$ cat config.mk
export PLATFORM = sky130hd
export DESIGN_NAME = p2rf_ctrl
export DESIGN_NICKNAME = d
export VERILOG_FILES = /design/src/hw/rtl/p2rf_pkg.sv /design/src/hw/rtl/p2rf_ctrl.sv
export SDC_FILE = /design/constraint.sdc
export NUM_CORES = 1
export LEC_CHECK = 0
export ABC_AREA = 1
export BUFFER_PORTS_ARGS = -buffer_cell sky130_fd_sc_hd__buf_2
export CORE_AREA = 2 2 39 41
export DETAILED_ROUTE_END_ITERATION = 12
export DIE_AREA = 0 0 41 43
export PLACE_DENSITY_LB_ADDON = 0.05
export REMOVE_ABC_BUFFERS = 1
export SKIP_CTS_REPAIR_TIMING = 1
export SYNTH_ARGS = -nofsm -noshare
export SYNTH_HDL_FRONTEND = slang
export SYNTH_SLANG_ARGS = --single-unit
$ cat constraint.sdc
create_clock -name clock -period 1.2 [get_ports clock]
set_input_delay 0.18 -clock clock [delete_from_list [all_inputs] [get_ports clock]]
set_output_delay 0.18 -clock clock [all_outputs]
set_load 0.05 [all_outputs]
$ cat src/hw/rtl/p2rf_pkg.sv
package p2rf_pkg;

   // item kinds carried in req_op
   localparam logic OP_FILL = 1'b0;
   localparam logic OP_READ = 1'b1;

   // one 2-bit pixel field
   localparam logic [1:0] PIXEL_MASK = 2'h3;
   localparam int PIXELS_PER_BYTE = 4;

   // controller to datapath
   typedef struct packed {
      logic capture;     // latch the incoming item
      logic setup;       // clip the rectangle, seed counters, or fetch a read byte
      logic clr_wr;      // clearing pass: zero one byte
      logic rmw_rd;      // fetch the current byte of the rectangle
      logic rmw_wr;      // write back the merged byte
      logic next_byte;   // step one byte right
      logic next_row;    // step one row down
      logic rsp_load;    // load the result register
   } dp_cmd_type;

   // datapath to controller
   typedef struct packed {
      logic clr_last;    // clearing pass is on its last byte
      logic is_read;     // captured item is a read
      logic empty;       // clipped rectangle holds no pixel
      logic last_byte;   // current byte is the last one in the row
      logic last_row;    // current row is the last one
   } dp_sts_type;

endpackage

$ cat src/hw/rtl/p2rf_ctrl.sv
module p2rf_ctrl (
   input  logic                 clock,
   input  logic                 reset,
   input  logic                 req_valid,
   output logic                 req_stall,
   output logic                 rsp_valid,
   input  logic                 rsp_stall,
   output p2rf_pkg::dp_cmd_type cmd,
   input  p2rf_pkg::dp_sts_type sts
);
   import p2rf_pkg::*;

   localparam logic [2:0] ST_CLEAR  = 3'd0;
   localparam logic [2:0] ST_IDLE   = 3'd1;
   localparam logic [2:0] ST_SETUP  = 3'd2;
   localparam logic [2:0] ST_CHECK  = 3'd3;
   localparam logic [2:0] ST_RMW_RD = 3'd4;
   localparam logic [2:0] ST_RMW_WR = 3'd5;
   localparam logic [2:0] ST_FINISH = 3'd6;

   logic [2:0] state_ff, state_in;
   logic       rsp_valid_ff, rsp_valid_in;
   logic       slot_free;

   assign req_stall = (state_ff != ST_IDLE);
   assign slot_free = !rsp_valid_ff || !rsp_stall;

   always_comb begin
      state_in = state_ff;
      cmd      = '0;
      case (state_ff)
         ST_CLEAR: begin
            cmd.clr_wr = 1'b1;
            if (sts.clr_last) begin
               state_in = ST_IDLE;
            end
         end
         ST_IDLE: begin
            if (req_valid) begin
               cmd.capture = 1'b1;
               state_in    = ST_SETUP;
            end
         end
         ST_SETUP: begin
            cmd.setup = 1'b1;
            state_in  = sts.is_read ? ST_FINISH : ST_CHECK;
         end
         ST_CHECK: begin
            state_in = sts.empty ? ST_FINISH : ST_RMW_RD;
         end
         ST_RMW_RD: begin
            cmd.rmw_rd = 1'b1;
            state_in   = ST_RMW_WR;
         end
         ST_RMW_WR: begin
            cmd.rmw_wr = 1'b1;
            state_in   = ST_RMW_RD;
            if (!sts.last_byte) begin
               cmd.next_byte = 1'b1;
            end else if (!sts.last_row) begin
               cmd.next_row = 1'b1;
            end else begin
               state_in = ST_FINISH;
            end
         end
         ST_FINISH: begin
            if (slot_free) begin
               cmd.rsp_load = 1'b1;
               state_in     = ST_IDLE;
            end
         end
         default: begin
            state_in = ST_IDLE;
         end
      endcase
   end

   assign rsp_valid_in = cmd.rsp_load | (rsp_valid_ff & rsp_stall);

   always_ff @(posedge clock) begin
      if (reset) begin
         state_ff     <= ST_CLEAR;
         rsp_valid_ff <= 1'b0;
      end else begin
         state_ff     <= state_in;
         rsp_valid_ff <= rsp_valid_in;
      end
   end

   assign rsp_valid = rsp_valid_ff;

endmodule

==> flow_metrics.tcl, run 1 <==
set metrics [dict create \
    drt-initial-drc-count 5 \
    yosysUniqueCellTypes 16 \
    area_growth_pct 94.2 \
    hp-class "in2reg" \
    startpoint_type "flip-flop" \
    grt_pass1_wl_um 1220 \
    track_usage 0.104 \
    yosys_register_bits 4 \
    final_common_cell "buf_2" \
    die_height_um 43 \
    fmax_mhz 754 \
    cts_tree "yes" \
    switchingPower_uw 361 \
    leakagePower_nw 0.312 \
    arrival_ps 1150 \
    p_sw_frac 0.437 \
    reg2reg_depth 8 \
    dp.cells 90 \
    worstSkewPairLatency_ps 230 \
    core_um2 1380 \
    use_met3 0.0157 \
    rows 14 \
    viasPerCell 4.21 \
    initial_core_util 0.235 \
    grt_max_degree 8 \
    cts_root_buf "clkbuf_4" \
    num_vias 400 \
    die_w_um 41 \
    clock_path_buffers 2 \
    antenna_cells 0 \
    cts.htree.levels 1 \
    netlist_area_um2 325 \
    seq_power_share 0.217 \
    irDropWorstVdd_v 0.000708 \
    maxCapViolations 0 \
    grt.met1_usage 0.139 \
    grt_overflow 0 \
    gr-usage-met2 0.141 \
    crit_type "reg2out" \
    fin_worst_skew_ps 2.77 \
    slew_headroom 0.837 \
    pwr-share-clk 0.200 \
    gp_routability_congestion 0.685 \
    min_period_over_period 1.11 \
    comb_power_share 0.583 \
    setup_viol_count_final 8 \
    stdcell_count 95 \
    internal_power_uw 466 \
    clkSinkCount 4 \
    cts_inserted_buffers 3 \
    top_usage_layer "met2" \
    post-place-ws_ps -24.4 \
    ioPinCount 19 \
    worstMarginPinSlew_ps 246 \
    critPathMaxFanout 5 \
    final_cell_mix "10 x buf_2, 9 x nor2_1, 8 x nand2_1, 8 x buf_6, 8 x buf_4" \
    syn_inst 51 \
    antenna_found_initial 0 \
    power_uw 828 \
    required_ps 1020 \
    seq_area_frac_synth 0.246 \
    slew_viol_final 0 \
    postSynthAreaPerCell_um2 6.38 \
    status "finished with violations" \
    dieArea_um2 1760 \
    rsz0062_at_grt "true" \
    min_delay_path_depth 2 \
    finalWorstSetupSlack_ps -127 \
    detail-route-antenna-nets 0 \
    period_needed_ps 1330 \
    drive_gt1_frac 0.658 \
    end_kind "primary output" \
    hold_violations 0 \
    post-route-drc-count 0 \
    wl_um 922 \
    clkTransAtPathRegs_ps 40 \
    firstDrtPassIters 4 \
    pwr_density_cell_nw_per_um2 1310 \
    port_buffers 18 \
    dp_hpwl_um 699 \
    routedWlPerCell_um 9.71 \
    synth_warnings 0 \
    grt_pass1_vias 307 \
    final_nets 90 \
    violations "negative setup slack" \
]
## cell type report
type                       count  area [um2]
tap                           16        20.0
clock buffer                   3        22.5
fill                         153         752
sequential                     4        88.8
timing repair buffer          27         215
inverter                       8        32.5
multi-input combinational     37         253
## Yosys cell counts
cell type / n / share of area
nor3_1: 2 / 0.031
a31oi_1: 1 / 0.019
nand3_2: 4 / 0.12
nand3_1: 1 / 0.015
o211ai_1: 1 / 0.023
a21oi_1: 1 / 0.015
nand3b_1: 1 / 0.023
nor2_1: 13 / 0.15
nor2_2: 2 / 0.038
nand2_1: 9 / 0.10
o22ai_1: 1 / 0.019
inv_2: 2 / 0.023
nor3_2: 1 / 0.031
dfxtp_1: 4 / 0.25
inv_1: 6 / 0.069
buf_6: 2 / 0.069
## worst max-delay path, cell delays in order (launching register included)
cell and delay [ps]:
dfxtp_2 330, inv_4 90, nand3_4 90, inv_2 60, nand2_1 40, nor2_1 140, buf_6 180
## metal layers
layer,vias up,wire length [um]
met5,-,0
met3,0,41
li1,219,-
met1,170,428
met2,11,452
met4,0,0
## metrics by stage
step | instance area (um2) | utilization | setup TNS [ps] | hold slack [ps]
2_1_floorplan | 303 | - | -3150 | 249
3_3_place_gp | 465 | 0.336 | -51.5 | 413
3_5_place_dp | 465 | 0.336 | -58.7 | 408
4_1_cts | 488 | 0.353 | -1860 | 157
5_1_grt | 632 | 0.457 | -1020 | 176
6_report | 632 | 0.457 | -630 | 162
## worst paths after layout
check | startpoint | end | slack, ps
max reg2reg | state_ff[1]$_SDFFE_PP0P_ | state_ff[1]$_SDFFE_PP0P_ | 100
min | reset | state_ff[2]$_SDFFE_PP0P_ | 160
min reg2reg | rsp_valid$_SDFF_PP0_ | rsp_valid$_SDFF_PP0_ | 490
max | state_ff[1]$_SDFFE_PP0P_ | cmd[1] | -130
## flip-flops by register name, summed over array words and instances (netlist names)
name	count
state_ff	3
rsp_valid	1
## cell families after synthesis
| group | synth area share |
|---|---|
| DFF | 0.246 |
| buffers and inverters | 0.162 |
| AOI/OAI and AO/OA | 0.0769 |
| and+or+nand+nor | 0.515 |
## power groups by stage
stage | clock network (mW) | registers (mW) | logic, mW
4_1_cts | 0.179 | 0.170 | 0.368
3_3_place_gp | 0 | 0.172 | 0.369
2_1_floorplan | 0 | 0.182 | 0.232
5_1_grt | 0.175 | 0.183 | 0.514
6_report | 0.165 | 0.180 | 0.482
3_5_place_dp | 0 | 0.172 | 0.367
Note: power is estimated with default switching activity, not from simulation.
==> run 2: changes to the inputs <==
--- a/config.mk
+++ b/config.mk
@@ -7,9 +7,12 @@
 export LEC_CHECK = 0
 export ABC_AREA = 1
 export BUFFER_PORTS_ARGS = -buffer_cell sky130_fd_sc_hd__buf_2
-export CORE_AREA = 2 2 39 41
+export CELL_PAD_IN_SITES_DETAIL_PLACEMENT = 0
+export CELL_PAD_IN_SITES_GLOBAL_PLACEMENT = 2
+export CORE_MARGIN = 2
+export CORE_UTILIZATION = 20
+export CTS_BUF_LIST = sky130_fd_sc_hd__clkbuf_8
 export DETAILED_ROUTE_END_ITERATION = 12
-export DIE_AREA = 0 0 41 43
 export PLACE_DENSITY_LB_ADDON = 0.05
 export REMOVE_ABC_BUFFERS = 1
 export SKIP_CTS_REPAIR_TIMING = 1
==> flow_metrics.tcl, run 2 (synthesis results as in run 1) <==
set metrics [dict create \
    grt_overflow 0 \
    ioPinCount 19 \
    worstSkewPairLatency_ps 210 \
    slew_headroom 0.835 \
    final_cell_mix "10 x buf_2, 10 x buf_6, 10 x buf_4" \
    antenna_found_initial 0 \
    arrival_ps 1090 \
    rows 14 \
    crit_type "reg2out" \
    hold_violations 0 \
    fin_area_um2 671 \
    grt_max_degree 7 \
    cts.htree.levels 1 \
    die_w_um 44.3 \
    drive_gt1_frac 0.671 \
    reg2reg_depth 8 \
    antenna_cells 0 \
    min_delay_path_depth 2 \
    fin_util 0.440 \
    violations "negative setup slack" \
    num_vias 434 \
    largest_register "state_ff" \
    initial_core_util 0.213 \
    setup_viol_count_final 6 \
    irDropWorstVdd_v 0.000727 \
    dieArea_um2 1970 \
    post-place-ws_ps -1.44 \
    clkTransAtPathRegs_ps 30 \
    track_usage 0.0992 \
    final_nets 93 \
    die_height_um 44.3 \
    wl_um 907 \
    cts_root_buf "clkbuf_8" \
    cts_inserted_buffers 3 \
    pwr_density_cell_nw_per_um2 1430 \
    dp_hpwl_um 717 \
    fillCellCount 164 \
    leakagePower_nw 0.334 \
    required_ps 1020 \
    power_uw 958 \
    startpoint_type "flip-flop" \
    slew_viol_final 0 \
    rsz0062_at_grt "true" \
    viasPerCell 4.43 \
    end_kind "primary output" \
    min_period_over_period 1.06 \
    cts_tree "yes" \
    core_um2 1520 \
    drt-initial-drc-count 2 \
    period_needed_ps 1270 \
    dp.cells 91 \
    hp-class "in2reg" \
    tns_ps -275 \
    routedWlPerCell_um 9.26 \
    gp_routability_congestion 0.648 \
    finalWorstSetupSlack_ps -74.3 \
    grt_pass1_wl_um 1400 \
    status "finished with violations" \
    largest_reg_flops 3 \
    detail-route-antenna-nets 0 \
    post-route-drc-count 0 \
    stdcell_count 98 \
    clock_path_buffers 2 \
    place_area_um2 473 \
    worstMarginPinSlew_ps 249 \
    port_buffers 18 \
    grt_pass1_vias 351 \
    firstDrtPassIters 4 \
    area_growth_pct 106 \
    maxCapViolations 0 \
    clkSinkCount 4 \
    critPathMaxFanout 6 \
    fmax_mhz 785 \
    whs_ps 180 \
    fin_worst_skew_ps 0.500 \
]
run 2: cell types whose count changed in the layout (fill, tap and decap cells not counted):
cell      previous run  this run
clkbuf_4             3         0
clkbuf_8             0         3
buf_4                8        10
buf_6                8        10
buf_8                1         0
nand3_1              0         1
nand3_2              3         2
nor2_1               9         8
nor2_2               5         6
run 2: final timing paths:
| kind | startpoint | end | slack (ps) |
|---|---|---|---|
| worst max-delay path | state_ff[1]$_SDFFE_PP0P_ | cmd[7] | -70 |
| worst min-delay path | reset | state_ff[2]$_SDFFE_PP0P_ | 180 |
| worst max register to register | state_ff[0]$_SDFFE_PP0P_ | state_ff[1]$_SDFFE_PP0P_ | 110 |
| worst min register to register | rsp_valid$_SDFF_PP0_ | rsp_valid$_SDFF_PP0_ | 480 |
run 2: final cells by class:
class	count	area [um2]	share of cell area
well taps	16	20.0	0.0299
repair buffers	30	238	0.354
multi-input cells	37	250	0.373
clock buffers	3	41.3	0.0616
inverters	8	32.5	0.0485
flip-flops and latches	4	88.8	0.132
run 2: routing by layer:
layer / vias up / GRT usage / part of all wire
met1: 191 / 0.114 / 0.44
met4: 0 / 0.0545 / 0.018
li1: 226 / - / -
met5: - / 0 / 0
met3: 2 / 0.0286 / 0.060
met2: 15 / 0.165 / 0.48
run 2: worst max-delay path: stages (launching register included):
cell and delay, ps:
dfxtp_2 320, inv_4 80, buf_4 120, nand3_4 80, nor2_4 110, buf_6 160
run 2: power breakdown:
group | switching (mW) | internal (mW)
Combinational | 0.283 | 0.216
Clock | 0.0655 | 0.213
Sequential | 0.0259 | 0.154
